$ cat config.mk
export PLATFORM = sky130hd
export DESIGN_NAME = sps_ctrl
export DESIGN_NICKNAME = d
export VERILOG_FILES = /design/src/design/sps_pkg.sv /design/src/design/sps_ctrl.sv
export SDC_FILE = /design/constraint.sdc
export NUM_CORES = 1
export LEC_CHECK = 0
export ABC_AREA = 1
export BUFFER_PORTS_ARGS = -buffer_cell sky130_fd_sc_hd__buf_4
export CORE_MARGIN = 2
export CORE_UTILIZATION = 53
export CTS_CLUSTER_SIZE = 12
export DETAILED_ROUTE_END_ITERATION = 8
export GPL_ROUTABILITY_DRIVEN = 0
export PLACE_DENSITY = 0.79
export SETUP_SLACK_MARGIN = 0.4
export SYNTH_ARGS = -nofsm -noshare
export SYNTH_HDL_FRONTEND = slang
export SYNTH_SLANG_ARGS = --single-unit
$ cat constraint.sdc
create_clock -name clk -period 1.6 [get_ports clk]
set_input_delay 0.08 -clock clk [delete_from_list [all_inputs] [get_ports clk]]
set_output_delay 0.08 -clock clk [all_outputs]
set_load 0.03 [all_outputs]
$ cat src/design/sps_pkg.sv
// shared constants, state codes and control structs of the shortest path unit
`timescale 1ns / 1ps
package sps_pkg;

  localparam int MAX_NODES_DEF   = 1024;
  localparam int MAX_EDGES_DEF   = 4096;
  localparam int WEIGHT_BITS_DEF = 16;
  localparam int DIST_BITS_DEF   = 32;

  localparam int NODE_W   = 10;
  localparam int WEIGHT_W = 16;
  localparam int LEN_W    = 28;
  localparam logic [LEN_W-1:0] LEN_MAX = {LEN_W{1'b1}};

  localparam logic OP_LOAD  = 1'b0;
  localparam logic OP_QUERY = 1'b1;

  typedef enum logic [13:0] {
    S_CLR      = 14'b00000000000001,
    S_IDLE     = 14'b00000000000010,
    S_LD_WR    = 14'b00000000000100,
    S_QCHK     = 14'b00000000001000,
    S_INIT     = 14'b00000000010000,
    S_SCAN     = 14'b00000000100000,
    S_SCAN_END = 14'b00000001000000,
    S_DECIDE   = 14'b00000010000000,
    S_SETTLE   = 14'b00000100000000,
    S_HEAD_DAT = 14'b00001000000000,
    S_E_DAT    = 14'b00010000000000,
    S_D_DAT    = 14'b00100000000000,
    S_FIN_CLR  = 14'b01000000000000,
    S_RES      = 14'b10000000000000
  } state_t;

  typedef struct packed {
    logic capture;
    logic ld_write;
    logic cnt_rst;
    logic cnt_one;
    logic init_wr;
    logic clr_wr;
    logic scan_rd;
    logic set_found;
    logic set_miss;
    logic settle;
    logic e_rd_head;
    logic e_dat;
    logic relax;
    logic e_rd_link;
    logic out_load;
    logic used_clr;
  } cmd_t;

  typedef struct packed {
    logic sweep_last;
    logic scan_last;
    logic qvalid;
    logic is_query;
    logic best_inf;
    logic best_dst;
    logic head_zero;
    logic link_zero;
    logic out_full;
  } sts_t;

endpackage

$ cat src/design/sps_ctrl.sv
// controller state machine of the shortest path unit
`timescale 1ns / 1ps
module sps_ctrl (
  input  logic          clk,
  input  logic          rst_n,
  input  logic          in_valid,
  output logic          in_ready,
  input  sps_pkg::sts_t sts,
  output sps_pkg::cmd_t cmd
);

  sps_pkg::state_t state_r, state_nxt;
  logic accept;

  assign in_ready = (state_r == sps_pkg::S_IDLE);
  assign accept   = in_valid && in_ready;

  always_ff @(posedge clk) begin
    if (!rst_n) begin
      state_r <= sps_pkg::S_CLR;
    end else begin
      state_r <= state_nxt;
    end
  end

  always_comb begin
    state_nxt = state_r;
    cmd = '0;
    cmd.capture = accept;
    unique case (state_r)
      sps_pkg::S_CLR: begin
        cmd.clr_wr = 1'b1;
        if (sts.sweep_last) begin
          state_nxt = sps_pkg::S_IDLE;
        end
      end
      sps_pkg::S_IDLE: begin
        if (accept) begin
          state_nxt = sts.is_query ? sps_pkg::S_QCHK : sps_pkg::S_LD_WR;
        end
      end
      sps_pkg::S_LD_WR: begin
        cmd.ld_write = 1'b1;
        state_nxt = sps_pkg::S_IDLE;
      end
      sps_pkg::S_QCHK: begin
        cmd.cnt_rst = 1'b1;
        if (sts.qvalid) begin
          state_nxt = sps_pkg::S_INIT;
        end else begin
          cmd.set_miss = 1'b1;
          state_nxt = sps_pkg::S_FIN_CLR;
        end
      end
      sps_pkg::S_INIT: begin
        cmd.init_wr = 1'b1;
        if (sts.sweep_last) begin
          cmd.cnt_one = 1'b1;
          state_nxt = sps_pkg::S_SCAN;
        end
      end
      sps_pkg::S_SCAN: begin
        cmd.scan_rd = 1'b1;
        if (sts.scan_last) begin
          state_nxt = sps_pkg::S_SCAN_END;
        end
      end
      sps_pkg::S_SCAN_END: begin
        state_nxt = sps_pkg::S_DECIDE;
      end
      sps_pkg::S_DECIDE: begin
        priority if (sts.best_inf) begin
          cmd.set_miss = 1'b1;
          cmd.cnt_rst = 1'b1;
          state_nxt = sps_pkg::S_FIN_CLR;
        end else if (sts.best_dst) begin
          cmd.set_found = 1'b1;
          cmd.cnt_rst = 1'b1;
          state_nxt = sps_pkg::S_FIN_CLR;
        end else begin
          state_nxt = sps_pkg::S_SETTLE;
        end
      end
      sps_pkg::S_SETTLE: begin
        cmd.settle = 1'b1;
        state_nxt = sps_pkg::S_HEAD_DAT;
      end
      sps_pkg::S_HEAD_DAT: begin
        if (sts.head_zero) begin
          cmd.cnt_one = 1'b1;
          state_nxt = sps_pkg::S_SCAN;
        end else begin
          cmd.e_rd_head = 1'b1;
          state_nxt = sps_pkg::S_E_DAT;
        end
      end
      sps_pkg::S_E_DAT: begin
        cmd.e_dat = 1'b1;
        state_nxt = sps_pkg::S_D_DAT;
      end
      sps_pkg::S_D_DAT: begin
        cmd.relax = 1'b1;
        if (sts.link_zero) begin
          cmd.cnt_one = 1'b1;
          state_nxt = sps_pkg::S_SCAN;
        end else begin
          cmd.e_rd_link = 1'b1;
          state_nxt = sps_pkg::S_E_DAT;
        end
      end
      sps_pkg::S_FIN_CLR: begin
        cmd.clr_wr = 1'b1;
        if (sts.sweep_last) begin
          cmd.used_clr = 1'b1;
          state_nxt = sps_pkg::S_RES;
        end
      end
      sps_pkg::S_RES: begin
        if (!sts.out_full) begin
          cmd.out_load = 1'b1;
          state_nxt = sps_pkg::S_IDLE;
        end
      end
      default: begin
        state_nxt = sps_pkg::S_CLR;
      end
    endcase
  end

endmodule

== Word-level counts from Yosys, hierarchy flattened ==
Cells that the tools add are included.

* Register bits: 14
* Logic and storage cells: 62
* Output and inout bits: 17
* Input port bits: 12

* Mux-type cells: 38
* Reduce and logical (&&, ||, !) cells: 3
* Eq/ne operators: 20

{| class="wikitable"
|+ Operators by type and width
! kind !! count
|-
| one-hot mux 14 bit (14 select lines) || 1
|-
| 2-to-1 mux 14 bit || 7
|-
| 2-to-1 mux 13 bit || 2
|-
| 2-to-1 mux 11 bit || 2
|-
| 2-to-1 mux 1 bit || 21
|-
| == test 14 x 1 -> 1 bit (second input constant) || 1
|-
| == test 14 x 10 -> 1 bit (second input constant) || 1
|-
| == test 14 x 11 -> 1 bit (second input constant) || 1
|-
| == test 14 x 12 -> 1 bit (second input constant) || 1
|-
| == test 14 x 13 -> 1 bit (second input constant) || 1
|-
| == test 14 bit (second input constant) || 1
|-
| == test 14 x 2 -> 1 bit (second input constant) || 1
|-
| == test 14 x 3 -> 1 bit (second input constant) || 1
|-
| == test 14 x 4 -> 1 bit (second input constant) || 1
|-
| == test 14 x 5 -> 1 bit (second input constant) || 1
|-
| == test 14 x 6 -> 1 bit (second input constant) || 1
|-
| == test 14 x 7 -> 1 bit (second input constant) || 1
|-
| == test 14 x 8 -> 1 bit (second input constant) || 1
|-
| == test 14 x 9 -> 1 bit (second input constant) || 1
|-
| != test 2 bit (second input constant) || 5
|-
| AND reduction 6 bit || 1
|-
| 2-to-1 mux 4 bit || 1
|-
| one-hot mux 1 bit (2 select lines) || 2
|-
| one-hot mux 1 bit (3 select lines) || 1
|-
| other kinds (4) || 4
|}

== Longest topological paths before layout ==
Gate-level depths: netlist of run 1.

* Word-level depth: 4
* Gate-level depth with buffers: 11
* Mapped depth without buffers: 11

== Least setup slack after synthesis of run 1 ==
Ideal clock, no wire load.

* Path type: reg2out
* From: register state_r[0]
* To: output cmd[8] (netlist name)
* Arrival: 1577 ps
* Buffers on the path: 0
* Required time: 1520 ps
* Path slack: -57 ps
* Stages on the path, launching flop included: 6
* Cell sequence: dfxtp_1 > nor2_2 > nand2_4 > nor2_1 > nand2_1 > nor3b_1

{| class="wikitable"
|+ RTL lines
! item !! line !! RTL
|-
| start, declared || sps_ctrl.sv:12 || <nowiki>sps_pkg::state_t state_r, state_nxt;</nowiki>
|-
| start signal, assigned || sps_ctrl.sv:20 || <nowiki>state_r <= sps_pkg::S_CLR;</nowiki>
|-
| start signal, assigned || sps_ctrl.sv:22 || <nowiki>state_r <= state_nxt;</nowiki>
|-
| end, declared || sps_ctrl.sv:9 || <nowiki>output sps_pkg::cmd_t cmd</nowiki>
|}

==> results of run 1 <==
routing by layer:
metal	up-vias	wire length (µm)	track usage (%)
met3	87	883	7.184
li1	688	-	-
met4	0	579	16.67
met5	-	0	0
met2	189	2859	56.12
met1	804	2165	35.21
cell usage in the layout (no fill, tap or decap), drive strengths merged, types with 3 or more instances in the layout:
master and instances:
nor3 3, dfxtp 14, o211ai 3, nor2 43, nand2 50, inv 33, clkbuf 4, buf 54
nand3 22, a21oi 4
stage by stage:
step	cells	hold slack (ps)	utilization, %
2_1_floorplan	182	150.6	-
3_3_place_gp	236	260.7	69.05
3_5_place_dp	236	260.3	69.05
4_1_cts	257	37.34	83.44
5_1_grt	270	62.82	96.63
6_report	270	38.65	96.63
worst max-delay path, delay by kind of cell (launching register included):
kind | cells | cell delay, ps
DFF | 1 | 400
buffers and inverters | 2 | 210
and+or+nand+nor | 5 | 820
repair_timing:
item,in CTS,in global routing
hold endpoints to repair,1,0
cloned,1,1
resized for setup,43,45
endpoints found under the setup margin,31,31
pin swaps,17,21
hold buffers,2,0
setup buffers,14,12
area by class of cell:
type | instances | area [µm²]
Clock buffer | 4 | 36.28
Multi-Input combinational cell | 133 | 1081
Tap cell | 28 | 35.03
Inverter | 35 | 152.6
Fill cell | 41 | 73.82
Sequential cell | 14 | 306.5
Timing Repair Buffer | 56 | 505.5
cells by family (layout without fill, tap and decap cells):
group,count (synthesis),count (layout),synth area share [%]
and+or+nand+nor,123,125,60.62
buffers and inverters,37,95,12.21
DFF,14,14,22.97
AOI/OAI and AO/OA,8,8,4.205
power by group through the flow:
stage	clock, W	combinational (W)	sequential (W)
global placement	0	0.00137	0.000514
CTS	0.000276	0.00163	0.000529
floorplan	0	0.00114	0.000498
global route	0.000291	0.00249	0.000562
detailed placement	0	0.00138	0.000517
finish	0.000285	0.00244	0.000567
worst paths after layout:
path              slack [ps]  cells past startpoint    endpoint        from
setup / recovery        -220                      7      cmd[2]  state_r[3]
setup reg to reg        -190                     11  state_r[7]  state_r[3]
hold reg to reg          560                      2  state_r[0]  state_r[0]
hold / removal            40                      3  state_r[3]      sts[5]
==> impl_metrics.json, run 1 <==
{
  "finalMaxSlewViolations": 0,
  "power_density_mw_per_mm2": 1553,
  "yosys.area.top_type": "dfxtp_1",
  "yosys.cell_count.top_type": "nand2_1",
  "drt_iter0_drc": 163,
  "root_buffer": "clkbuf_4",
  "synth.distinct_cells": 28,
  "rows": 17,
  "htreeDepth": 1,
  "largest_reg_flops": 14,
  "top_register": "state_r",
  "worstMarginPinSlew_ps": 427.8,
  "max-slew-margin-rel_pct": 71.38,
  "start_kind": "register",
  "yosysWarnings": 0,
  "ys_top_cells_by_area": "dfxtp_1 (23%), nand2_1 (12%), nor2_1 (9.2%), inv_1 (8.3%), nand3_1 (6.2%)",
  "die_y_um": 51.98,
  "ys.flop_type": "dfxtp_1",
  "cts_tree": "yes",
  "grt_pass1_wl_um": 6182,
  "min_path_type": "in -> reg",
  "syn_area_per_cell_um2": 6.703,
  "clk_pin_slew_ps": 100,
  "pre_cts_ws_ps": 86.41,
  "fin_crit_sh_pct": 113.6,
  "dp_hpwl_um": 2358,
  "worst_ep_required_time_ps": 1520,
  "critPathArrivalTime_ps": 1740,
  "synth-edff-count": 0,
  "wl_per_cell_um": 24.03,
  "cp_slowest_cell": "dfxtp_1",
  "antenna_found_initial": 0,
  "fin_crit_ps": 1818,
  "synth_top_cell_area_share_pct": 22.97,
  "synthTopCellsByCount": "nand2_1 (39), nor2_1 (30), inv_1 (27)",
  "syn_to_final_growth_pct": 73.54,
  "drc": 0,
  "crit_chain": "nor2_4, nand2_4, nor2_8, nand2_4, or2_4, inv_2, buf_6",
  "clock.fmax_ghz": 0.5501,
  "design_area_mm2": 0.002117,
  "power.leakage_nw": 1.052,
  "die_area_mm2": 0.002701,
  "power_w": 0.003289,
  "setup_ws_ps": -217.8,
  "grt.overflow.total": 0,
  "floorplan.initialDensity_pct": 55.68,
  "core_area_mm2": 0.002191,
  "clock_latency_ps": 300,
  "nNetsFinal": 255,
  "power.share.combinational_pct": 74.1,
  "grt_pass1_vias": 1341,
  "ys_ff_latch": 14,
  "cts_buffers": 3,
  "io_pins": 29,
  "layout-drive-gt1-share_pct": 64.46,
  "routed_wl_um": 6487,
  "fin_worst_skew_ps": 3.826,
  "async_reset_ff_share_pct": 0,
  "end_kind": "output port",
  "setup_viol": 30,
  "ant_nets": 0,
  "violations": "negative setup slack",
  "seq_area_frac_synth_pct": 22.97,
  "timing.setup.tns_ps": -4329,
  "antenna_cells": 0,
  "syn_inst": 182,
  "grt_util_all_layers_pct": 31.87,
  "clkPwrFrac_pct": 8.7,
  "reg_top3": "state_r (14)",
  "synth_nets": 194,
  "crit_fanout": 7,
  "power_frac_seq_pct": 17.2,
  "crit_top_cell": "nand2_4",
  "via_per_inst": 6.548,
  "intPower_w": 0.001468,
  "drv_cap": 0,
  "synth.cell_area_mm2": 0.001220,
  "critPathKind": "reg -> out",
  "hold_viol_final": 0,
  "vias": 1768,
  "placed_cell_area_mm2": 0.001513,
  "clkSinkCount": 14,
  "ir_drop_v": 0.001194,
  "grt_max_degree": 13,
  "p_sw_share_pct": 55.36,
  "cts.path.max_buffers": 2,
  "status": "finished, violations left",
  "die_w_um": 51.98,
  "switching_power_w": 0.001821,
  "dr.pass1.iters": 6,
  "port_buffers": 28,
  "rsz0062_at_grt": "true",
  "cp_slowest_stage_delay_ps": 400
}
Note: power is estimated with default switching activity, not from simulation.
==> run 2: changes to the inputs <==
--- a/config.mk
+++ b/config.mk
@@ -12,6 +12,7 @@
 export CTS_CLUSTER_SIZE = 12
 export DETAILED_ROUTE_END_ITERATION = 8
 export GPL_ROUTABILITY_DRIVEN = 0
+export GPL_TIMING_DRIVEN = 0
 export PLACE_DENSITY = 0.79
 export SETUP_SLACK_MARGIN = 0.4
 export SYNTH_ARGS = -nofsm -noshare
==> run 2 against run 1 <==
The run still ends with negative setup slack left. First-iteration DRC count fell by 65%. Core utilization fell by 8.0 points. Sequential power down 4.9%. Critical path depth shrank 1. Sequential cell count stayed put. Die area stayed put. Power decreased by 11%. Combinational power shrank 11%. Highest routed layer unchanged. Via count shrank 16%.
==> impl_metrics.json, run 2 (synthesized netlist as in run 1, its figures left out) <==
{
  "status": "finished, violations left",
  "violations": "negative setup slack",
  "clkPwrFrac_pct": 7.2,
  "critPathBufInv": 1,
  "die_w_um": 51.98,
  "rows": 17,
  "design_area_mm2": 0.001942,
  "placed_cell_area_mm2": 0.001525,
  "min_path_type": "in -> reg",
  "end_kind": "output port",
  "grt_pass1_vias": 1294,
  "fin_crit_ps": 1693,
  "final_cell_mix": "nand2_1 (30), buf_4 (27), buf_6 (20), inv_1 (19), nor2_1 (18)",
  "dp.cells": 238,
  "vias": 1488,
  "reg2reg_to": "state_r[4]",
  "clock.fmax_ghz": 0.5908,
  "wl_per_cell_um": 17.36,
  "intPower_w": 0.001376,
  "antenna_found_initial": 0,
  "top_register": "state_r",
  "max-slew-margin-rel_pct": 77.95,
  "critPathArrivalTime_ps": 1610,
  "dp_hpwl_um": 2432,
  "switching_power_w": 0.001539,
  "rsz0062_at_grt": "true",
  "syn_to_final_growth_pct": 59.18,
  "cp_slowest_stage_delay_ps": 350,
  "grt_pass1_wl_um": 5740,
  "drt_iter0_drc": 57,
  "htreeDepth": 1,
  "drc": 0,
  "clk_pin_slew_ps": 90,
  "cp_slowest_cell": "dfxtp_2",
  "clock_latency_ps": 280,
  "fin_crit_sh_pct": 105.8,
  "die_y_um": 51.98,
  "final_common_cell": "nand2_1",
  "power_density_mw_per_mm2": 1501,
  "critPathKind": "reg -> out",
  "crit-reg2reg-launch": "state_r[0]",
  "final_cells": 263,
  "reg_top3": "state_r (14)",
  "io_pins": 29,
  "nNetsFinal": 249,
  "clkSinkCount": 14,
  "hold_viol_final": 0,
  "floorplan.initialDensity_pct": 55.68,
  "port_buffers": 28,
  "cts_tree": "yes",
  "crit_cells": 6,
  "finalMaxSlewViolations": 0,
  "p_sw_share_pct": 52.79,
  "power_w": 0.002915,
  "grt.overflow.total": 0,
  "antenna_cells": 0,
  "grt_util_all_layers_pct": 28.72,
  "power.leakage_nw": 0.9885,
  "setup_viol": 19,
  "grt_max_degree": 11,
  "endpoint": "cmd[12]",
  "ant_nets": 0,
  "worst_ep_required_time_ps": 1520,
  "cp_top_family": "simple AND/OR/NAND/NOR gates",
  "core_area_mm2": 0.002191,
  "crit_start": "state_r[11]",
  "largest_reg_flops": 14,
  "layout-drive-gt1-share_pct": 62.55,
  "root_buffer": "clkbuf_4",
  "fill_cells": 108,
  "fin_worst_skew_ps": 2.330,
  "cts_buffers": 3,
  "pre_cts_ws_ps": 84.91,
  "die_area_mm2": 0.002701,
  "power.share.combinational_pct": 74.3,
  "routed_wl_um": 4566,
  "crit_fanout": 6,
  "start_kind": "register",
  "ir_drop_v": 0.001051,
  "reg2reg_depth": 10,
  "setup_ws_ps": -92.76,
  "cts.path.max_buffers": 2,
  "power_frac_seq_pct": 18.5,
  "drv_cap": 0,
  "crit_chain": "nor2_4, nand2_4, nor2_8, nand2_2, o211ai_1, buf_4",
  "via_per_inst": 5.658,
  "dr.pass1.iters": 4,
  "worst-r2r-setup-slack_ps": -80,
  "worstMarginPinSlew_ps": 330.8
}
==> run 2: changes by cell type in the layout (fill, tap and decap cells not counted), sizes merged <==
cell	change
nor2	-1
inv	+1
clkinv	-1
clkbuf	-1
buf	-5
==> run 2: layer usage <==
layer / track usage, % / up-vias / share of wire (%)
met1: 34.27 / 717 / 39
li1: - / 673 / -
met5: 0 / - / 0
met4: 9.211 / 0 / 2.7
met2: 52.74 / 82 / 51
met3: 3.161 / 16 / 7.1
==> run 2: power groups by stage <==
| stage | logic (W) | clock network, W | registers [W] |
|---|---|---|---|
| after floorplan | 0.00114 | 0 | 0.000498 |
| after global placement | 0.00137 | 0 | 0.000509 |
| after detailed placement | 0.00142 | 0 | 0.000511 |
| after CTS | 0.00167 | 0.000208 | 0.000512 |
| after global routing | 0.00227 | 0.000228 | 0.000545 |
| final | 0.00216 | 0.000211 | 0.000539 |
==> run 2: per-stage QoR <==
stage               hold WS, ps  setup TNS (ps)  util [%]
global route              73.58           -1909     88.64
global placement          260.9               0     69.62
CTS                       59.21          -9.739     80.41
finish                    47.18          -783.9     88.64
floorplan                 150.6               0         -
detailed placement        268.8               0     69.62
==> run 2: timing repair <==
| item | 4_1_cts | 5_1_grt |
|---|---|---|
| gates cloned | 0 | 1 |
| endpoints found under the hold margin | 1 | 0 |
| setup endpoints to repair | 31 | 31 |
| hold buffers | 2 | 0 |
| gates resized for setup | 37 | 35 |
| setup buffers | 13 | 6 |
| pin swaps | 12 | 17 |
==> run 2: area by class of cell <==
class	instances	area (µm²)	area share, %
Multi-Input combinational cell	132	958.4	49.36
Timing Repair Buffer	49	460.4	23.71
Sequential cell	14	310.3	15.98
Inverter	35	142.6	7.345
Tap cell	28	35.03	1.804
Clock buffer	3	22.52	1.160
Buffer	2	12.51	0.6443
==> run 2: tightest hold or removal path, delay by kind of cell <==
family	cells	cell delay, ps
buffers and inverters	1	90
AND/OR/NAND/NOR	2	130
==> run 2: worst min path at each step <==
stage	cells past startpoint	start	endpoint
6_report	3	sts[5]	state_r[2]
3_3_place_gp	2	sts[3]	state_r[8]
3_5_place_dp	2	sts[3]	state_r[8]
2_1_floorplan	1	sts[4]	state_r[8]
5_1_grt	3	sts[5]	state_r[3]
4_1_cts	3	rst_n	state_r[4]
